===== config.mk =====
export PLATFORM = sky130hd
export DESIGN_NAME = pcrs_ctrl
export DESIGN_NICKNAME = d
export VERILOG_FILES = /design/src/rtl/pcrs_pkg.sv /design/src/rtl/pcrs_ctrl.sv
export SDC_FILE = /design/constraint.sdc
export NUM_CORES = 1
export LEC_CHECK = 0
export ABC_CLOCK_PERIOD_IN_PS = 4000
export BUFFER_PORTS_ARGS = -buffer_cell sky130_fd_sc_hd__buf_2
export CAP_MARGIN = 30
export CORE_UTILIZATION = 35
export DETAILED_ROUTE_END_ITERATION = 8
export SLEW_MARGIN = 20
export SYNTH_ARGS = -nofsm -noshare
export SYNTH_HDL_FRONTEND = slang
export SYNTH_SLANG_ARGS = --single-unit

===== constraint.sdc =====
create_clock -name clock -period 4 [get_ports clock]
set_input_delay 0.2 -clock clock [delete_from_list [all_inputs] [get_ports clock]]
set_output_delay 0.2 -clock clock [all_outputs]
set_load 0.05 [all_outputs]

===== src/rtl/pcrs_pkg.sv =====
package pcrs_pkg;

   localparam int MAX_PARTICLES = 32;
   localparam int IDX_W = $clog2(MAX_PARTICLES);
   localparam int CNT_W = $clog2(MAX_PARTICLES + 1);
   localparam int AXES = 3;
   localparam int VEC_W = 32 * AXES;

   localparam logic [1:0] MODE_LOAD = 2'd0;
   localparam logic [1:0] MODE_ANCHOR = 2'd1;
   localparam logic [1:0] MODE_STEP = 2'd2;
   localparam logic [1:0] MODE_UNUSED = 2'd3;

   localparam logic [1:0] REG_ELASTICITY = 2'd0;
   localparam logic [1:0] REG_MIN_SPACING = 2'd1;
   localparam logic [1:0] REG_PARTICLE_COUNT = 2'd2;

   localparam logic signed [63:0] S32_MAX = 64'sd2147483647;
   localparam logic signed [63:0] S32_MIN = -64'sd2147483648;

   typedef struct packed {
      logic             load_we;
      logic             capture;
      logic             prep;
      logic             fill;
      logic             rd;
      logic             lap;
      logic             sq;
      logic             vel;
      logic             mul;
      logic             pos;
      logic             first;
      logic             last;
      logic [IDX_W-1:0] idx;
   } cmd_type;

   function automatic logic signed [31:0] sat32(input logic signed [63:0] v);
      logic signed [31:0] r;
      if (v > S32_MAX) begin
         r = 32'sh7fffffff;
      end else if (v < S32_MIN) begin
         r = 32'sh80000000;
      end else begin
         r = v[31:0];
      end
      return r;
   endfunction

endpackage


===== src/rtl/pcrs_ctrl.sv =====
module pcrs_ctrl (
   input  logic                        clock,
   input  logic                        reset,
   input  logic                        start,
   input  logic [1:0]                  mode,
   input  logic [pcrs_pkg::IDX_W-1:0]  n_last,
   output logic                        busy,
   output pcrs_pkg::cmd_type           cmd
);

   localparam logic [3:0] ST_IDLE = 4'd0;
   localparam logic [3:0] ST_PREP = 4'd1;
   localparam logic [3:0] ST_FILL = 4'd2;
   localparam logic [3:0] ST_RD   = 4'd3;
   localparam logic [3:0] ST_LAP  = 4'd4;
   localparam logic [3:0] ST_SQ   = 4'd5;
   localparam logic [3:0] ST_VEL  = 4'd6;
   localparam logic [3:0] ST_MUL  = 4'd7;
   localparam logic [3:0] ST_POS  = 4'd8;

   logic [3:0]                 state_ff, state_in;
   logic [pcrs_pkg::IDX_W-1:0] idx_ff, idx_in;
   logic                       accept;

   assign accept = start && (state_ff == ST_IDLE);
   assign busy = (state_ff != ST_IDLE);

   always_comb begin
      state_in = state_ff;
      idx_in = idx_ff;
      unique case (state_ff)
         ST_IDLE: begin
            if (accept && (mode == pcrs_pkg::MODE_STEP)) begin
               state_in = ST_PREP;
               idx_in = '0;
            end
         end
         ST_PREP: state_in = ST_FILL;
         ST_FILL: state_in = ST_RD;
         ST_RD:   state_in = ST_LAP;
         ST_LAP:  state_in = ST_SQ;
         ST_SQ:   state_in = ST_VEL;
         ST_VEL:  state_in = ST_MUL;
         ST_MUL:  state_in = ST_POS;
         ST_POS: begin
            if (idx_ff == n_last) begin
               state_in = ST_IDLE;
            end else begin
               state_in = ST_RD;
               idx_in = idx_ff + 1'b1;
            end
         end
         default: state_in = ST_IDLE;
      endcase
   end

   always_ff @(posedge clock) begin
      if (reset) begin
         state_ff <= ST_IDLE;
         idx_ff <= '0;
      end else begin
         state_ff <= state_in;
         idx_ff <= idx_in;
      end
   end

   always_comb begin
      cmd.load_we = accept && ((mode == pcrs_pkg::MODE_LOAD) ||
                               (mode == pcrs_pkg::MODE_ANCHOR));
      cmd.capture = accept && (mode == pcrs_pkg::MODE_STEP);
      cmd.prep = (state_ff == ST_PREP);
      cmd.fill = (state_ff == ST_FILL);
      cmd.rd = (state_ff == ST_RD);
      cmd.lap = (state_ff == ST_LAP);
      cmd.sq = (state_ff == ST_SQ);
      cmd.vel = (state_ff == ST_VEL);
      cmd.mul = (state_ff == ST_MUL);
      cmd.pos = (state_ff == ST_POS);
      cmd.first = (idx_ff == '0);
      cmd.last = (idx_ff == n_last);
      cmd.idx = idx_ff;
   end

   a_load_only_idle: assert property (@(posedge clock) disable iff (reset)
      cmd.load_we |-> (state_ff == ST_IDLE))
      else $error("position load while a step is running");

   a_idx_in_chain: assert property (@(posedge clock) disable iff (reset)
      (state_ff != ST_IDLE) |-> (idx_ff <= n_last))
      else $error("particle index ran past the chain");

   a_pos_after_mul: assert property (@(posedge clock) disable iff (reset)
      (state_ff == ST_POS) |-> ($past(state_ff) == ST_MUL))
      else $error("position update without its move product");

   a_step_ends_on_last: assert property (@(posedge clock) disable iff (reset)
      ((state_ff == ST_POS) && (state_in == ST_IDLE)) |-> (idx_ff == n_last))
      else $error("step ended before the last particle");

endmodule


==> flow_metrics.py <==
metrics = {
    "logic_synthesis": {
        "yosys_warnings": 0,
        "synth_top_area_share_pct": 26.5,
        "syn_nets": 95,
        "synth_seq_area_share_pct": 26.5,
        "synth_edf_count": 0,
        "synth.avg_cell_area_um2": 8.19,
        "ys_top_cells_by_count": "dfxtp_1 (9), nor3_1 (9), nand2_1 (8)",
        "ys_ff_latch": 9,
        "synth_top_area_cell": "dfxtp_1",
        "async_flop_share_pct": 0,
        "ys_types": 31,
        "synth_area_um2": 679,
        "syn_inst": 83,
        "synth.area.top_cells": "dfxtp_1 (27%), xor2_1 (7.7%), mux2i_1 (7.4%)",
        "synth-main-ff-cell": "dfxtp_1",
    },
    "routing": {
        "wl_met2_um": 694,
        "dr.pass1.iters": 4,
        "avgViaCountPerCell": 4.90,
        "totalWireLength_um": 1500,
        "vias": 657,
        "wl_met3_um": 72,
        "ant_nets": 0,
        "wl_met1_um": 712,
        "wire_per_inst_um": 11.2,
        "routed.top_layer": "met4",
        "drt_iter0_drc": 10,
        "drc_errors": 0,
    },
    "clocking": {
        "cts_root_buf": "clkbuf_4",
        "clock_latency_ns": 0.27,
        "ctsResizeCount": 0,
        "hold_buffers": 0,
        "clk_path_buf_depth": 2,
        "clkTransAtPathRegs_ns": 0.07,
        "cts_buffers": 3,
        "cts_tree": "done",
        "cts_max_level": 1,
        "clock_sinks": 9,
        "post_cts_buffers": 0,
    },
    "worst_setup_path": {
        "worstPathRequired_ns": 3.80,
        "cp-end-kind": "output pin",
        "reg2reg_depth": 3,
        "crit_chain": "nor4_1 > inv_1 > nor3b_1 > buf_2",
        "cp-start-kind": "register",
        "cp_max_fo": 10,
        "cp_slowest_cell": "nor4_1",
        "crit_type": "reg2out",
        "worst_path_largest_cell_delay_ns": 0.46,
        "cp.arrival_ns": 1.74,
    },
    "cells_and_area": {
        "diodes": 0,
        "fin_util_pct": 47.6,
        "final_net_count": 122,
        "area_growth_syn_to_layout_pct": 23.6,
        "drive_gt1_share_pct": 32.1,
    },
    "grt": {
        "grt_antenna_before_repair": 0,
        "grt_pass1_wl_um": 2390,
        "grt_pass1_vias": 519,
        "grt_usage_pct": 16.3,
        "grt_max_degree": 12,
        "grt_overflow": 0,
    },
    "die": {
        "rows": 15,
        "die-area_mm2": 0.00212,
        "fp.coreArea_mm2": 0.00176,
        "start_util_pct": 38.5,
        "die_w_um": 46.1,
        "fp.dieH_um": 46.1,
        "io-pin-count": 28,
    },
    "sta": {
        "setup_violations": 0,
        "setup_ws_ns": 2.06,
        "hold_viol_final": 0,
        "slew_viol_final": 0,
        "hold_slack_ns": 0.211,
        "max_freq_mhz": 516,
        "worst_slew_pin_slew_ns": 0.545,
        "slew_headroom_pct": 63.7,
        "fin_crit_sh_pct": 48.4,
        "grt_setup_unrepaired": "no",
        "fin_crit_ns": 1.94,
        "tns_ns": 0,
        "finClkSkew_ns": 0.00208,
    },
    "min_path": {
        "hold_depth": 2,
        "hold_class": "in2reg",
    },
    "job": {
        "max_cap_viol_count": 0,
    },
    "place": {
        "io_buffers": 27,
        "place_ws_ns": 2.35,
        "dpl.hpwl_um": 1100,
        "gp_congestion": 0.766,
    },
    "pwr": {
        "p_total_uw": 206,
        "ir_worst_vdd_uv": 163,
        "total_leakage_power_nw": 0.406,
        "p_per_area_mw_per_mm2": 245,
    },
    "run_status": {
        "status": "finished clean",
    },
}
-- stage by stage --
stage	std cells	instance area [um2]
3_3_place_gp	130	813
4_1_cts	134	840
3_5_place_dp	130	813
2_1_floorplan	83	679
6_report	134	840
5_1_grt	134	840
-- critical path, delay by kind of cell, from the launching register on --
kind | cells | cell delay, ns
AND/OR/NAND/NOR | 2 | 0.64
flip-flops | 1 | 0.43
buffers and inverters | 2 | 0.40
-- layout make-up --
type / instances / area, um2
multi-input cells: 65 / 452
well taps: 25 / 31.3
inverters: 4 / 15.0
clock buffers: 4 / 26.3
flip-flops and latches: 9 / 180
fillers: 183 / 925
repair buffers: 27 / 135
-- kinds of logic after synthesis --
logic type      share of synthesized area (%)
simple gates                             38.7
buf+inv                                  7.00
flops                                    26.5
compound gates                           7.74
xor+xnor                                 9.02
mux                                      7.37
fa+ha+maj                                3.68
-- sequential cells by signal, summed over array words and instances, names as in the netlist --
register,flops
idx_ff,5
state_ff,4
-- cell usage in the layout (no fill, tap or decap), types with 2 or more instances in the layout --
cell,count
a21oi_1,4
buf_2,27
clkbuf_4,3
dfxtp_1,9
ha_1,2
inv_1,4
mux2i_1,5
nand2_1,8
nand2b_1,6
nand3b_1,2
nand4_1,2
nor2_1,6
nor3_1,9
xor2_1,6
-- layer usage --
| layer | GRT usage [%] | up-vias |
|---|---|---|
| met5 | 0 | - |
| met4 | 8.82 | 0 |
| met3 | 7.45 | 3 |
| met2 | 22.8 | 18 |
| met1 | 20.7 | 297 |
| li1 | - | 339 |
-- where the power goes --
group	switching [mW]	internal [mW]	total (mW)
registers	0.00300	0.0905	0.0935
logic	0.0235	0.0133	0.0368
clock network	0.0369	0.0387	0.0756
total	0.0633	0.142	0.206
-- final timing paths --
| kind | startpoint | end | slack [ns] |
|---|---|---|---|
| min | reset | state_ff[2]$_SDFFE_PP0P_ | 0.21 |
| max reg2reg | state_ff[3]$_SDFFE_PP0P_ | idx_ff[0]$_SDFFE_PP0P_ | 2.36 |
| min reg2reg | idx_ff[4]$_SDFFE_PP0P_ | idx_ff[4]$_SDFFE_PP0P_ | 0.51 |
| max | state_ff[1]$_SDFFE_PP0P_ | cmd[16] | 2.06 |
(Power assumes the default switching activity.)
